File: src/design/egh_pkg.sv
// ----------------------------------------------------------------------------
// egh_pkg: shared types and constants of the effect gate
// Field widths, register map, gate and operator codes.
// ----------------------------------------------------------------------------
package egh_pkg;

	localparam int RULE_SLOTS   = 4;
	localparam int TIME_W       = 64;
	localparam int VALUE_W      = 32;
	localparam int MS_W         = 16;
	// 65535 ms * 1000 fits in 26 bits
	localparam int US_SPAN_W    = 26;
	localparam int US_PER_MS    = 1000;
	localparam int OP_W         = 3;
	localparam int RULE_CNT_W   = 3;
	localparam int APB_DATA_W   = 64;
	localparam int APB_ADDR_W   = 6;

	typedef enum logic [0:0] {
		ITEM_EVAL  = 1'b0,
		ITEM_TELEM = 1'b1
	} item_mode_t;

	typedef enum logic [1:0] {
		GATE_ALWAYS = 2'd0,
		GATE_IDLE   = 2'd1,
		GATE_COND   = 2'd2,
		GATE_UNUSED = 2'd3
	} gate_mode_t;

	typedef enum logic [OP_W-1:0] {
		OP_EQ = 3'd0,
		OP_NE = 3'd1,
		OP_LT = 3'd2,
		OP_LE = 3'd3,
		OP_GT = 3'd4,
		OP_GE = 3'd5
	} rule_op_t;

	typedef enum logic [2:0] {
		REG_GATE_MODE  = 3'd0,
		REG_HOLD_MS    = 3'd1,
		REG_IDLE_MS    = 3'd2,
		REG_RULE_COUNT = 3'd3,
		REG_RULE_OPS   = 3'd4,
		REG_RULE_LO    = 3'd5,
		REG_RULE_HI    = 3'd6
	} reg_idx_t;

	// Signed Q16.16 compare; unknown operator codes never hold.
	function automatic logic rule_holds(logic [OP_W-1:0] op,
			logic signed [VALUE_W-1:0] a, logic signed [VALUE_W-1:0] b);
		logic hit;
		hit = 1'b0;
		case (op)
			OP_EQ:   hit = (a == b);
			OP_NE:   hit = (a != b);
			OP_LT:   hit = (a < b);
			OP_LE:   hit = (a <= b);
			OP_GT:   hit = (a > b);
			OP_GE:   hit = (a >= b);
			default: hit = 1'b0;
		endcase
		return hit;
	endfunction

endpackage

File: src/design/egh_item_if.sv
// ----------------------------------------------------------------------------
// egh_item_if: input channel of the effect gate
// Valid/ready channel carrying one evaluate or telemetry word.
// ----------------------------------------------------------------------------
interface egh_item_if;
	logic                                  valid;
	logic                                  ready;
	logic                                  mode;
	logic [egh_pkg::TIME_W-1:0]            now_us;
	logic                                  watched_valid;
	logic signed [egh_pkg::VALUE_W-1:0]    probe_value;

	modport source (output valid, mode, now_us, watched_valid, probe_value,
		input ready);
	modport sink (input valid, mode, now_us, watched_valid, probe_value,
		output ready);
endinterface

File: src/design/egh_result_if.sv
// ----------------------------------------------------------------------------
// egh_result_if: result channel of the effect gate
// Valid/ready channel carrying the gate decision word.
// ----------------------------------------------------------------------------
interface egh_result_if;
	logic                       valid;
	logic                       ready;
	logic                       active;
	logic [egh_pkg::TIME_W-1:0] hold_start_us;

	modport source (output valid, active, hold_start_us, input ready);
	modport sink (input valid, active, hold_start_us, output ready);
endinterface

File: src/design/effect_gate_with_hold.sv
// ----------------------------------------------------------------------------
// effect_gate_with_hold: LED effect gate with hold window
// Decides per evaluate word whether the effect is painted; telemetry words
// only record their arrival time.
// ----------------------------------------------------------------------------
//  port       | dir | kind          | words
//  item       | in  | valid/ready   | evaluate (one result) or telemetry (none)
//  result     | out | valid/ready   | active, hold_start_us
//  psel..     | in  | APB           | registers at 8*index, 64-bit data
//
// From accept to result a word passes input stage _s1, then the result register.
// One word per cycle sustained unless stalled; the state update (hold, start,
// telemetry time) sits in the single step from _s1 to the result register.
// A telemetry word leaves _s1 without touching the result register.
// The input stalls only while _s1 holds an evaluate word and the result
// register is full and not taken. Reset clears control state and registers.
// ----------------------------------------------------------------------------
module effect_gate_with_hold (
	input  logic                              clk,
	input  logic                              arst_n,
	egh_item_if.sink                          item,
	egh_result_if.source                      result,
	input  logic                              psel,
	input  logic                              penable,
	input  logic                              pwrite,
	input  logic [egh_pkg::APB_ADDR_W-1:0]    paddr,
	input  logic [egh_pkg::APB_DATA_W-1:0]    pwdata,
	output logic [egh_pkg::APB_DATA_W-1:0]    prdata,
	output logic                              pready
);

	localparam int TW = egh_pkg::TIME_W;
	localparam int SW = egh_pkg::US_SPAN_W;

	// configuration
	logic [1:0]                         gate_mode_q;
	logic [egh_pkg::MS_W-1:0]           hold_ms_q;
	logic [egh_pkg::MS_W-1:0]           idle_ms_q;
	logic [egh_pkg::US_SPAN_W-1:0]      hold_us_q;
	logic [egh_pkg::US_SPAN_W-1:0]      idle_us_q;
	logic [egh_pkg::RULE_CNT_W-1:0]     rule_count_q;
	logic [egh_pkg::RULE_SLOTS*egh_pkg::OP_W-1:0] rule_ops_q;
	logic [63:0]                        rule_lo_q;
	logic [63:0]                        rule_hi_q;
	logic [127:0]                       rule_vals;
	logic                               cfg_wr;
	logic [2:0]                         cfg_idx;

	// input stage
	logic                               valid_s1;
	logic                               mode_s1;
	logic [TW-1:0]                      now_s1;
	logic [TW-1:0]                      deadline_s1;
	logic                               cond_hit_s1;
	logic                               cond_hit;

	// gate state
	logic                               holding_q;
	logic [TW-1:0]                      start_q;
	logic [TW-1:0]                      deadline_q;
	logic [TW-1:0]                      last_tel_q;

	// result register
	logic                               out_valid_q;
	logic                               active_q;
	logic [TW-1:0]                      started_q;

	logic                               fire_s1;
	logic                               eval_fire;
	logic                               tel_fire;
	logic                               idle_hit;
	logic                               matched;
	logic                               in_window;

	// ---------------- configuration port ----------------
	assign pready  = 1'b1;
	assign cfg_idx = paddr[5:3];
	assign cfg_wr  = psel & penable & pwrite;
	assign rule_vals = {rule_hi_q, rule_lo_q};

	always_ff @(posedge clk or negedge arst_n) begin
		if (!arst_n) begin
			gate_mode_q  <= '0;
			hold_ms_q    <= '0;
			idle_ms_q    <= '0;
			hold_us_q    <= '0;
			idle_us_q    <= '0;
			rule_count_q <= '0;
			rule_ops_q   <= '0;
			rule_lo_q    <= '0;
			rule_hi_q    <= '0;
		end else if (cfg_wr) begin
			case (cfg_idx)
				egh_pkg::REG_GATE_MODE:  gate_mode_q <= pwdata[1:0];
				egh_pkg::REG_HOLD_MS: begin
					hold_ms_q <= pwdata[15:0];
					hold_us_q <= SW'(pwdata[15:0]) * SW'(egh_pkg::US_PER_MS);
				end
				egh_pkg::REG_IDLE_MS: begin
					idle_ms_q <= pwdata[15:0];
					idle_us_q <= SW'(pwdata[15:0]) * SW'(egh_pkg::US_PER_MS);
				end
				egh_pkg::REG_RULE_COUNT: rule_count_q <= pwdata[2:0];
				egh_pkg::REG_RULE_OPS:   rule_ops_q   <= pwdata[11:0];
				egh_pkg::REG_RULE_LO:    rule_lo_q    <= pwdata;
				egh_pkg::REG_RULE_HI:    rule_hi_q    <= pwdata;
				default: ;
			endcase
		end
	end

	always_comb begin
		prdata = '0;
		case (cfg_idx)
			egh_pkg::REG_GATE_MODE:  prdata = 64'(gate_mode_q);
			egh_pkg::REG_HOLD_MS:    prdata = 64'(hold_ms_q);
			egh_pkg::REG_IDLE_MS:    prdata = 64'(idle_ms_q);
			egh_pkg::REG_RULE_COUNT: prdata = 64'(rule_count_q);
			egh_pkg::REG_RULE_OPS:   prdata = 64'(rule_ops_q);
			egh_pkg::REG_RULE_LO:    prdata = rule_lo_q;
			egh_pkg::REG_RULE_HI:    prdata = rule_hi_q;
			default:                 prdata = '0;
		endcase
	end

	// ---------------- rule compare, ahead of the input register ----------------
	always_comb begin
		cond_hit = 1'b0;
		for (int r = 0; r < egh_pkg::RULE_SLOTS; r++) begin
			// rule_count above the slot count enables every slot
			if (4'(r) < 4'(rule_count_q) &&
					egh_pkg::rule_holds(rule_ops_q[r*egh_pkg::OP_W +: egh_pkg::OP_W],
						item.probe_value, $signed(rule_vals[r*egh_pkg::VALUE_W +:
						egh_pkg::VALUE_W])))
				cond_hit = 1'b1;
		end
		cond_hit = cond_hit & item.watched_valid;
	end

	// ---------------- handshake ----------------
	assign fire_s1   = valid_s1 &
		((mode_s1 == egh_pkg::ITEM_TELEM) | ~out_valid_q | result.ready);
	assign eval_fire = fire_s1 & (mode_s1 == egh_pkg::ITEM_EVAL);
	assign tel_fire  = fire_s1 & (mode_s1 == egh_pkg::ITEM_TELEM);
	assign item.ready = ~valid_s1 | fire_s1;

	always_ff @(posedge clk or negedge arst_n) begin
		if (!arst_n) begin
			valid_s1    <= 1'b0;
			mode_s1     <= egh_pkg::ITEM_EVAL;
			now_s1      <= '0;
			deadline_s1 <= '0;
			cond_hit_s1 <= 1'b0;
		end else if (item.ready) begin
			valid_s1 <= item.valid;
			if (item.valid) begin
				mode_s1     <= item.mode;
				now_s1      <= item.now_us;
				deadline_s1 <= item.now_us + TW'(hold_us_q);
				cond_hit_s1 <= cond_hit;
			end
		end
	end

	// ---------------- gate decision ----------------
	// last telemetry time zero means none seen yet
	assign idle_hit = (last_tel_q == '0) ||
		((now_s1 > last_tel_q) && ((now_s1 - last_tel_q) > TW'(idle_us_q)));

	always_comb begin
		unique case (gate_mode_q)
			egh_pkg::GATE_IDLE: matched = idle_hit;
			egh_pkg::GATE_COND: matched = cond_hit_s1;
			default:            matched = 1'b1;
		endcase
	end

	assign in_window = holding_q & (now_s1 < deadline_q);

	always_ff @(posedge clk or negedge arst_n) begin
		if (!arst_n) begin
			holding_q   <= 1'b0;
			start_q     <= '0;
			deadline_q  <= '0;
			last_tel_q  <= '0;
			out_valid_q <= 1'b0;
			active_q    <= 1'b0;
			started_q   <= '0;
		end else begin
			if (tel_fire)
				last_tel_q <= now_s1;
			if (eval_fire) begin
				out_valid_q <= 1'b1;
				priority if (matched) begin
					if (!holding_q) begin
						holding_q <= 1'b1;
						start_q   <= now_s1;
						started_q <= now_s1;
					end else begin
						started_q <= start_q;
					end
					deadline_q <= deadline_s1;
					active_q   <= 1'b1;
				end else if (in_window) begin
					active_q  <= 1'b1;
					started_q <= start_q;
				end else begin
					holding_q <= 1'b0;
					active_q  <= 1'b0;
					started_q <= '0;
				end
			end else if (result.ready) begin
				out_valid_q <= 1'b0;
			end
		end
	end

	assign result.valid         = out_valid_q;
	assign result.active        = active_q;
	assign result.hold_start_us = started_q;

	// ---------------- assertions ----------------
	a_match_holds: assert property (@(posedge clk) disable iff (!arst_n)
		eval_fire && matched |=> holding_q && out_valid_q && active_q)
		else $error("match did not open hold");

	a_idle_zero_start: assert property (@(posedge clk) disable iff (!arst_n)
		out_valid_q && !active_q |-> started_q == '0)
		else $error("inactive word with nonzero start");

	a_tel_no_word: assert property (@(posedge clk) disable iff (!arst_n)
		tel_fire && out_valid_q && result.ready |=> !out_valid_q)
		else $error("telemetry word produced a result");

	a_stall_blocks: assert property (@(posedge clk) disable iff (!arst_n)
		valid_s1 && !fire_s1 |-> !item.ready)
		else $error("input taken while stage stalled");

	a_start_kept: assert property (@(posedge clk) disable iff (!arst_n)
		eval_fire && holding_q && (matched || in_window) |=> $stable(start_q))
		else $error("start time moved during hold");

endmodule
File: src/flat_wrapper.sv
// flat-port wrapper written by rule: the top's interface ports become plain ports
module effect_gate_with_hold_flat 
  (clk, arst_n, psel, penable, pwrite, paddr, pwdata, prdata, pready, item_valid, item_mode, item_now_us, item_watched_valid, item_probe_value, item_ready, result_valid, result_active, result_hold_start_us, result_ready);
  egh_item_if item_i ();
  egh_result_if result_i ();
  input  logic clk;
  input  logic arst_n;
  input  logic psel;
  input  logic penable;
  input  logic pwrite;
  input  logic [egh_pkg::APB_ADDR_W-1:0] paddr;
  input  logic [egh_pkg::APB_DATA_W-1:0] pwdata;
  output logic [egh_pkg::APB_DATA_W-1:0] prdata;
  output logic pready;
  input wire logic [$bits(item_i.valid)-1:0] item_valid;
  input wire logic [$bits(item_i.mode)-1:0] item_mode;
  input wire logic [$bits(item_i.now_us)-1:0] item_now_us;
  input wire logic [$bits(item_i.watched_valid)-1:0] item_watched_valid;
  input wire logic [$bits(item_i.probe_value)-1:0] item_probe_value;
  output wire logic [$bits(item_i.ready)-1:0] item_ready;
  output wire logic [$bits(result_i.valid)-1:0] result_valid;
  output wire logic [$bits(result_i.active)-1:0] result_active;
  output wire logic [$bits(result_i.hold_start_us)-1:0] result_hold_start_us;
  input wire logic [$bits(result_i.ready)-1:0] result_ready;
  assign item_i.valid = item_valid;
  assign item_i.mode = item_mode;
  assign item_i.now_us = item_now_us;
  assign item_i.watched_valid = item_watched_valid;
  assign item_i.probe_value = item_probe_value;
  assign item_ready = item_i.ready;
  assign result_valid = result_i.valid;
  assign result_active = result_i.active;
  assign result_hold_start_us = result_i.hold_start_us;
  assign result_i.ready = result_ready;
  effect_gate_with_hold u_core (.clk(clk), .arst_n(arst_n), .item(item_i), .result(result_i), .psel(psel), .penable(penable), .pwrite(pwrite), .paddr(paddr), .pwdata(pwdata), .prdata(prdata), .pready(pready));
endmodule
File: config.mk
export PLATFORM = sky130hd
export DESIGN_NAME = effect_gate_with_hold_flat
export DESIGN_NICKNAME = d
export VERILOG_FILES = /design/src/design/egh_pkg.sv /design/src/design/egh_item_if.sv /design/src/design/egh_result_if.sv /design/src/design/effect_gate_with_hold.sv /design/src/flat_wrapper.sv
export SDC_FILE = /design/constraint.sdc
export NUM_CORES = 2
export LEC_CHECK = 0
export ABC_AREA = 1
export BUFFER_PORTS_ARGS = -buffer_cell sky130_fd_sc_hd__buf_2
export CAP_MARGIN = 5
export CORE_AREA = 2 2 327 329
export DETAILED_ROUTE_END_ITERATION = 6
export DIE_AREA = 0 0 329 331
export GPL_TIMING_DRIVEN = 0
export HOLD_SLACK_MARGIN = 0.05
export PLACE_DENSITY_LB_ADDON = 0.12
export SYNTH_ARGS = -nofsm -noshare
export SYNTH_HDL_FRONTEND = slang
export SYNTH_SLANG_ARGS = --single-unit
File: constraint.sdc
create_clock -name clk -period 5.9 [get_ports clk]
set_clock_uncertainty 0.05 [all_clocks]
set_input_delay 0 -clock clk [delete_from_list [all_inputs] [get_ports clk]]
set_output_delay 0 -clock clk [all_outputs]
set_load 0.05 [all_outputs]
== Yosys cells after proc, flatten, opt, wreduce, memory -nomap -nowiden ==
Index checks and enable logic that the tools add are counted.
Cells by class
  $add $sub $neg: 2
  multiply operators: 1
  div/mod/pow operators: 0
  order comparisons: 23
  eq/ne operators: 37
  shift-type cells: 0
  multiplexer cells: 19
  bitwise gates (word level): 13
  reduce and logical (&&, ||, !) cells: 23
Operators by type and width (number)
  $pmux 64 s7: 1
  $mux 64: 3
  $eq 32x32->1: 4
  $ge 32x32->1: 4
  $gt 32x32->1: 4
  $le 32x32->1: 4
  $lt 32x32->1: 4
  $ne 32x32->1: 4
  $add 64x26->64: 1
  $gt 64x26->1: 1
  $gt 64x64->1: 1
  $logic_not 64->1: 1
  $lt 64x64->1: 1
  $sub 64x64->64: 1
  $eq 3x3->1 const B: 11
  $eq 3x2->1 const B: 10
  $pmux 1 s6: 4
  $mul 16x7->23 const B: 1
  $reduce_and 2->1: 10
  $eq 3x1->1 const B: 5
  $logic_not 3->1: 5
  $mux 1: 10
  $and 1x1->1: 7
  $lt 1x3->1 const A: 2
  other kinds (10): 19
Storage, ports and cells
  register bits after elaboration: 613
  latch bits: 0
  RAM bits: 0
  memory bits (read-only): 0
  bits of input ports: 175
  output and inout port bits: 132
  memories kept: 0

== Longest topological paths before layout ==
  depth in word-level cells: 8
  gate-level depth with buffers: 35
  mapped depth without buffers: 33

== Worst setup path after synthesis ==
No wires, ideal clock.
  kind: input -> register
  from: input pwdata[0] (netlist bit)
  to: register u_core.idle_us_q[25] (netlist bit)
  library setup time: 0.118 ns
  arrival time: 4.012 ns
  slack: 1.721 ns
  stages on the path: 21
  cells stage by stage: fa_1 > inv_1 > fa_1 > fa_1 > inv_1 > fa_1 > ha_1 > nand2_1 > inv_1 > a21oi_1 > o21ai_0 > a21oi_1 > o21bai_1 > a21boi_0 > o21ai_0 > a21oi_1 > nor2_1 > nor2_1 > nand2_1 > nand3_1 > nand2_1
On the way
  longest elaborated chain between the ends: 1
Ends and longest elaborated chain
  from (decl): RTL line flat_wrapper.sv:12  | input logic [egh_pkg::APB_DATA_W-1:0] pwdata;
  $mul 16x7->23: RTL line effect_gate_with_hold.sv:101  | idle_us_q <= SW'(pwdata[15:0]) * SW'(egh_pkg::US_PER_MS);
  to (signal assigned): RTL line effect_gate_with_hold.sv:101
  to (decl): RTL line effect_gate_with_hold.sv:40  | logic [egh_pkg::US_SPAN_W-1:0] idle_us_q;
No other way between the ends.
A chain may end at the register's enable or synchronous reset.

==> results.sh <==
export IMPL_setup_worst_path_end_class="flip-flop"
export IMPL_critical_path_cell_chain="ha_1, inv_1, fa_1, nand3b_1, nand2_1, a21oi_1, o21ai_1, a21boi_0, o21ai_1, nand3_1, nand2_1, nand4_1, nand2_1, nand2_1, inv_1, nand3_1, nand3_1, dlygate4sd3_1, nand3_1, dlygate4sd3_1"
export IMPL_drive_above_1_share_pct=8.13
export IMPL_route_antenna_remaining_nets=0
export IMPL_synth_area_leader_cell="dfrtp_1"
export IMPL_dpl_cell_count=7216
export IMPL_combined_area_of_all_synthesized_cells_um2=40700
export IMPL_detail_route_vias_per_cell=5.21
export IMPL_yosys_cell_types_count=50
export IMPL_timing_fmax_mhz=190
export IMPL_fin_crit_sh_pct=89.2
export IMPL_gpl_final_weighted_congestion=0.987
export IMPL_port_buffers=302
export IMPL_ys_seq_elements=606
export IMPL_netlist_top_cells_area="dfrtp_1 37%, nand2_1 15%, ha_1 11%"
export IMPL_pin_count=307
export IMPL_worst_ir_drop_vdd_mv=0.221
export IMPL_numClockSinks=606
export IMPL_timing_hold_worst_class="primary input to flip-flop"
export IMPL_post_synth_edffs=0
export IMPL_grt_pass1_vias=39200
export IMPL_global_route_wire_length_before_repair_um=240000
export IMPL_whs_path_depth=4
export IMPL_worst_ep_required_time_ps=6380
export IMPL_cts_reportedPaths_clkPinSlew_ps=60
export IMPL_yosysSeqAreaShare_pct=37.3
export IMPL_mappedNetlistNets=6103
export IMPL_worst_setup_path_type="flip-flop to flip-flop"
export IMPL_fillCellCount=10800
export IMPL_static_leakage_power_nw=25.6
export IMPL_numCtsBuffers=77
export IMPL_htree_num_levels=3
export IMPL_crit_arrival_ps=5740
export IMPL_drt_first_pass_iters=7
export IMPL_layoutNonFillerInstCount=7577
export IMPL_sequential_cell_area_um2=15200
export IMPL_critical_path_slowest_cell="dlygate4sd3_1"
export IMPL_worst_hold_path_endpoint="u_core.rule_hi_q[36]$_DFFE_PN0P_"
export IMPL_syn_instance_count=5516
export IMPL_area_of_the_core_region_um2=105000
export IMPL_holdCritStartpoint="pwdata[36]"
export IMPL_layout_cell_area_non_filler_um2=49000
export IMPL_path_max_fanout=5
export IMPL_timing_max_cap_violations=0
export IMPL_cts_setup_buffers=0
export IMPL_synthFlopType="dfrtp_1"
export IMPL_crit_reg2reg_launch="u_core.hold_ms_q[0]$_DFFE_PN0P_"
export IMPL_maximum_number_of_pins_on_one_net_before_global_route_repair=112
export IMPL_synth_largest_type_area_fraction_pct=37.3
export IMPL_multi_input_comb_area_um2=21600
export IMPL_postCtsResizedCells=0
export IMPL_route_detailed_drc=0
export IMPL_tightestPinTransition_ps=1300
export IMPL_report_final_setup_viol=0
export IMPL_synth_async_reset_ratio_pct=100
export IMPL_start_kind="flip-flop"
export IMPL_number_of_standard_cell_rows_in_the_floorplan=119
export IMPL_finalNetCount=6705
export IMPL_synth_most_common_cell="nand2_1"
export IMPL_placed_area_um2=44100
export IMPL_final_min_clock_period_ps=5260
export IMPL_final_hold_slack_ps=85.0
export IMPL_yosys_warnings=0
export IMPL_timing_reg2reg_setup_slack_ps=640
export IMPL_detailed_route_iter0_violations=2718
export IMPL_clk_path_buf_depth=3
export IMPL_area_growth_pct=20.3
export IMPL_via_count=39400
export IMPL_globalRouteTotalUtil_pct=29.2
export IMPL_unrepaired_setup_endpoints_after_global_routing="no"
export IMPL_total_power_mw=21.8
export IMPL_rr_worst_depth=20
export IMPL_reg2reg_to="u_core.deadline_s1[49]$_DFFE_PN0P_"
export IMPL_gr_total_overflow=0
export IMPL_slew_viol_final=0
export IMPL_grt_antenna_before_repair=22
export IMPL_run_status="finished clean"
export IMPL_slowest_delay_ps=560
export IMPL_netlist_top_cells_count="1632 x nand2_1, 814 x inv_1, 606 x dfrtp_1"
export IMPL_number_of_failing_hold_endpoints_at_the_final_stage=0
export IMPL_clock_tree_from_tritoncts="yes"
export IMPL_drt_wirelength_per_cell_um=21.0
export IMPL_start_util_pct=38.8
export IMPL_die_height_um=331
export IMPL_routed_wl_um=159000
export IMPL_pwr_density_cell_nw_per_um2=445
export IMPL_horiz_die_dim_um=329
export IMPL_dpl_hpwl_um=127000
export IMPL_insertion_delay_ps=660
export IMPL_die_area_um2=109000
export IMPL_cts_root_buf="clkbuf_16"
export IMPL_relSlewSlack_pct=12.7
export IMPL_synth_avg_cell_area_um2=7.38
==> worst max path at each step <==
stage	startpoint	endpoint	slack [ps]	cells after the start
final	u_core.hold_ms_q[0]$_DFFE_PN0P_	u_core.deadline_s1[49]$_DFFE_PN0P_	640	20
after global routing	u_core.last_tel_q[0]$_DFFE_PN0P_	u_core.deadline_q[62]$_DFFE_PN0P_	310	31
after CTS	u_core.last_tel_q[0]$_DFFE_PN0P_	u_core.result.hold_start_us[13]$_DFFE_PN0P_	630	28
after detailed placement	u_core.last_tel_q[0]$_DFFE_PN0P_	u_core.result.hold_start_us[5]$_DFFE_PN0P_	650	28
after global placement	arst_n	u_core.start_q[11]$_DFFE_PN0P_	-8870	1
after floorplan	pwdata[0]	u_core.idle_us_q[25]$_DFFE_PN0P_	1720	21
==> worst max-delay path, delay by kind of cell, from the launching register on <==
| kind | cells | cell delay, ps |
|---|---|---|
| AOI/OAI and AO/OA | 4 | 1150 |
| adders and majority gates | 2 | 640 |
| buffers and inverters | 4 | 1360 |
| DFF | 1 | 470 |
| and+or+nand+nor | 10 | 1440 |
==> timing repair <==
action,CTS,global route
hold endpoints to repair,514,0
setup endpoints to repair,0,0
hold buffers,213,0
==> registers in the layout (all words and copies together) (netlist names), 12 cells and up <==
register	flops
u_core.idle_us_q	21
u_core.last_tel_q	64
u_core.rule_hi_q	64
u_core.result.hold_start_us	64
u_core.rule_ops_q	12
u_core.deadline_s1	64
u_core.now_s1	61
u_core.deadline_q	64
u_core.hold_us_q	21
u_core.rule_lo_q	64
u_core.hold_ms_q	16
u_core.start_q	64
u_core.idle_ms_q	16
==> where the power goes <==
part	switching, mW	internal [mW]	leakage (nW)
Sequential	0.908	5.38	7.44
Combinational	7.12	3.35	16.9
Clock	1.97	3.05	1.30
Total	10.0	11.8	25.6
==> stage by stage <==
stage	util, %	worst slack [ps]	TNS (ps)
5_1_grt	46.6	307	0
3_3_place_gp	41.9	-8870	-5289490
6_report	46.6	637	0
3_5_place_dp	42.0	652	0
2_1_floorplan	-	1720	0
4_1_cts	46.6	626	0
==> per-layer routing <==
| metal | share of wire (%) | wire length (um) | vias to the layer above | global-route usage [%] |
|---|---|---|---|---|
| li1 | - | - | 19200 | - |
| met1 | 44 | 70200 | 18900 | 38.1 |
| met2 | 47 | 75400 | 1025 | 49.4 |
| met3 | 4.8 | 7700 | 255 | 3.97 |
| met4 | 3.7 | 5870 | 26 | 10.6 |
| met5 | 0.090 | 143 | - | 0 |
==> cell families (layout without fill, tap and decap cells) <==
family | count (synthesis) | after routing | share of synthesized area (%)
AOI/OAI and AO/OA | 878 | 878 | 11.7
xor gates and xnor gates | 60 | 60 | 1.29
adders and majority gates | 412 | 412 | 13.7
buffers and inverters | 1013 | 1673 | 9.73
DFF | 606 | 606 | 37.3
muxes | 1 | 1 | 0.0277
other | 1 | 11 | 0.00922
and+or+nand+nor | 2545 | 2545 | 26.2
==> cells in the final DEF, fill, tap and decap left out, types with 8 or more instances in the layout <==
cell type / netlist / routed
clkbuf_1: 121 / 136
a21oi_1: 267 / 267
clkinv_2: 0 / 8
nand3_1: 381 / 381
fa_1: 56 / 56
buf_1: 26 / 26
clkbuf_8: 0 / 20
diode_2: 0 / 10
o21a_1: 8 / 8
inv_2: 12 / 12
o21ai_0: 430 / 430
nor3_1: 53 / 53
buf_6: 17 / 17
xnor2_1: 18 / 18
inv_1: 814 / 814
nand3b_1: 16 / 16
xor2_1: 42 / 42
o211ai_1: 30 / 30
nand4_1: 136 / 136
o21bai_1: 20 / 20
nor2_1: 267 / 266
nor2_2: 9 / 10
ha_1: 356 / 356
a31oi_1: 9 / 9
o22ai_1: 62 / 62
buf_2: 16 / 317
nor4_1: 25 / 25
dfrtp_1: 606 / 606
a221oi_1: 14 / 14
dlygate4sd3_1: 0 / 212
nand2_1: 1632 / 1632
clkbuf_16: 0 / 77
bufinv_16: 0 / 9
==> area by class of cell <==
class	instances	area share, %
Sequential cell	606	31.0
Buffer	183	1.73
Clock buffer	112	4.61
Antenna cell	10	0.0511
Clock inverter	25	0.802
Tap cell	1391	3.55
Inverter	830	6.36
Multi-Input combinational cell	3897	44.1
Timing Repair Buffer	523	7.86
Note: power is estimated with default switching activity, not from simulation.
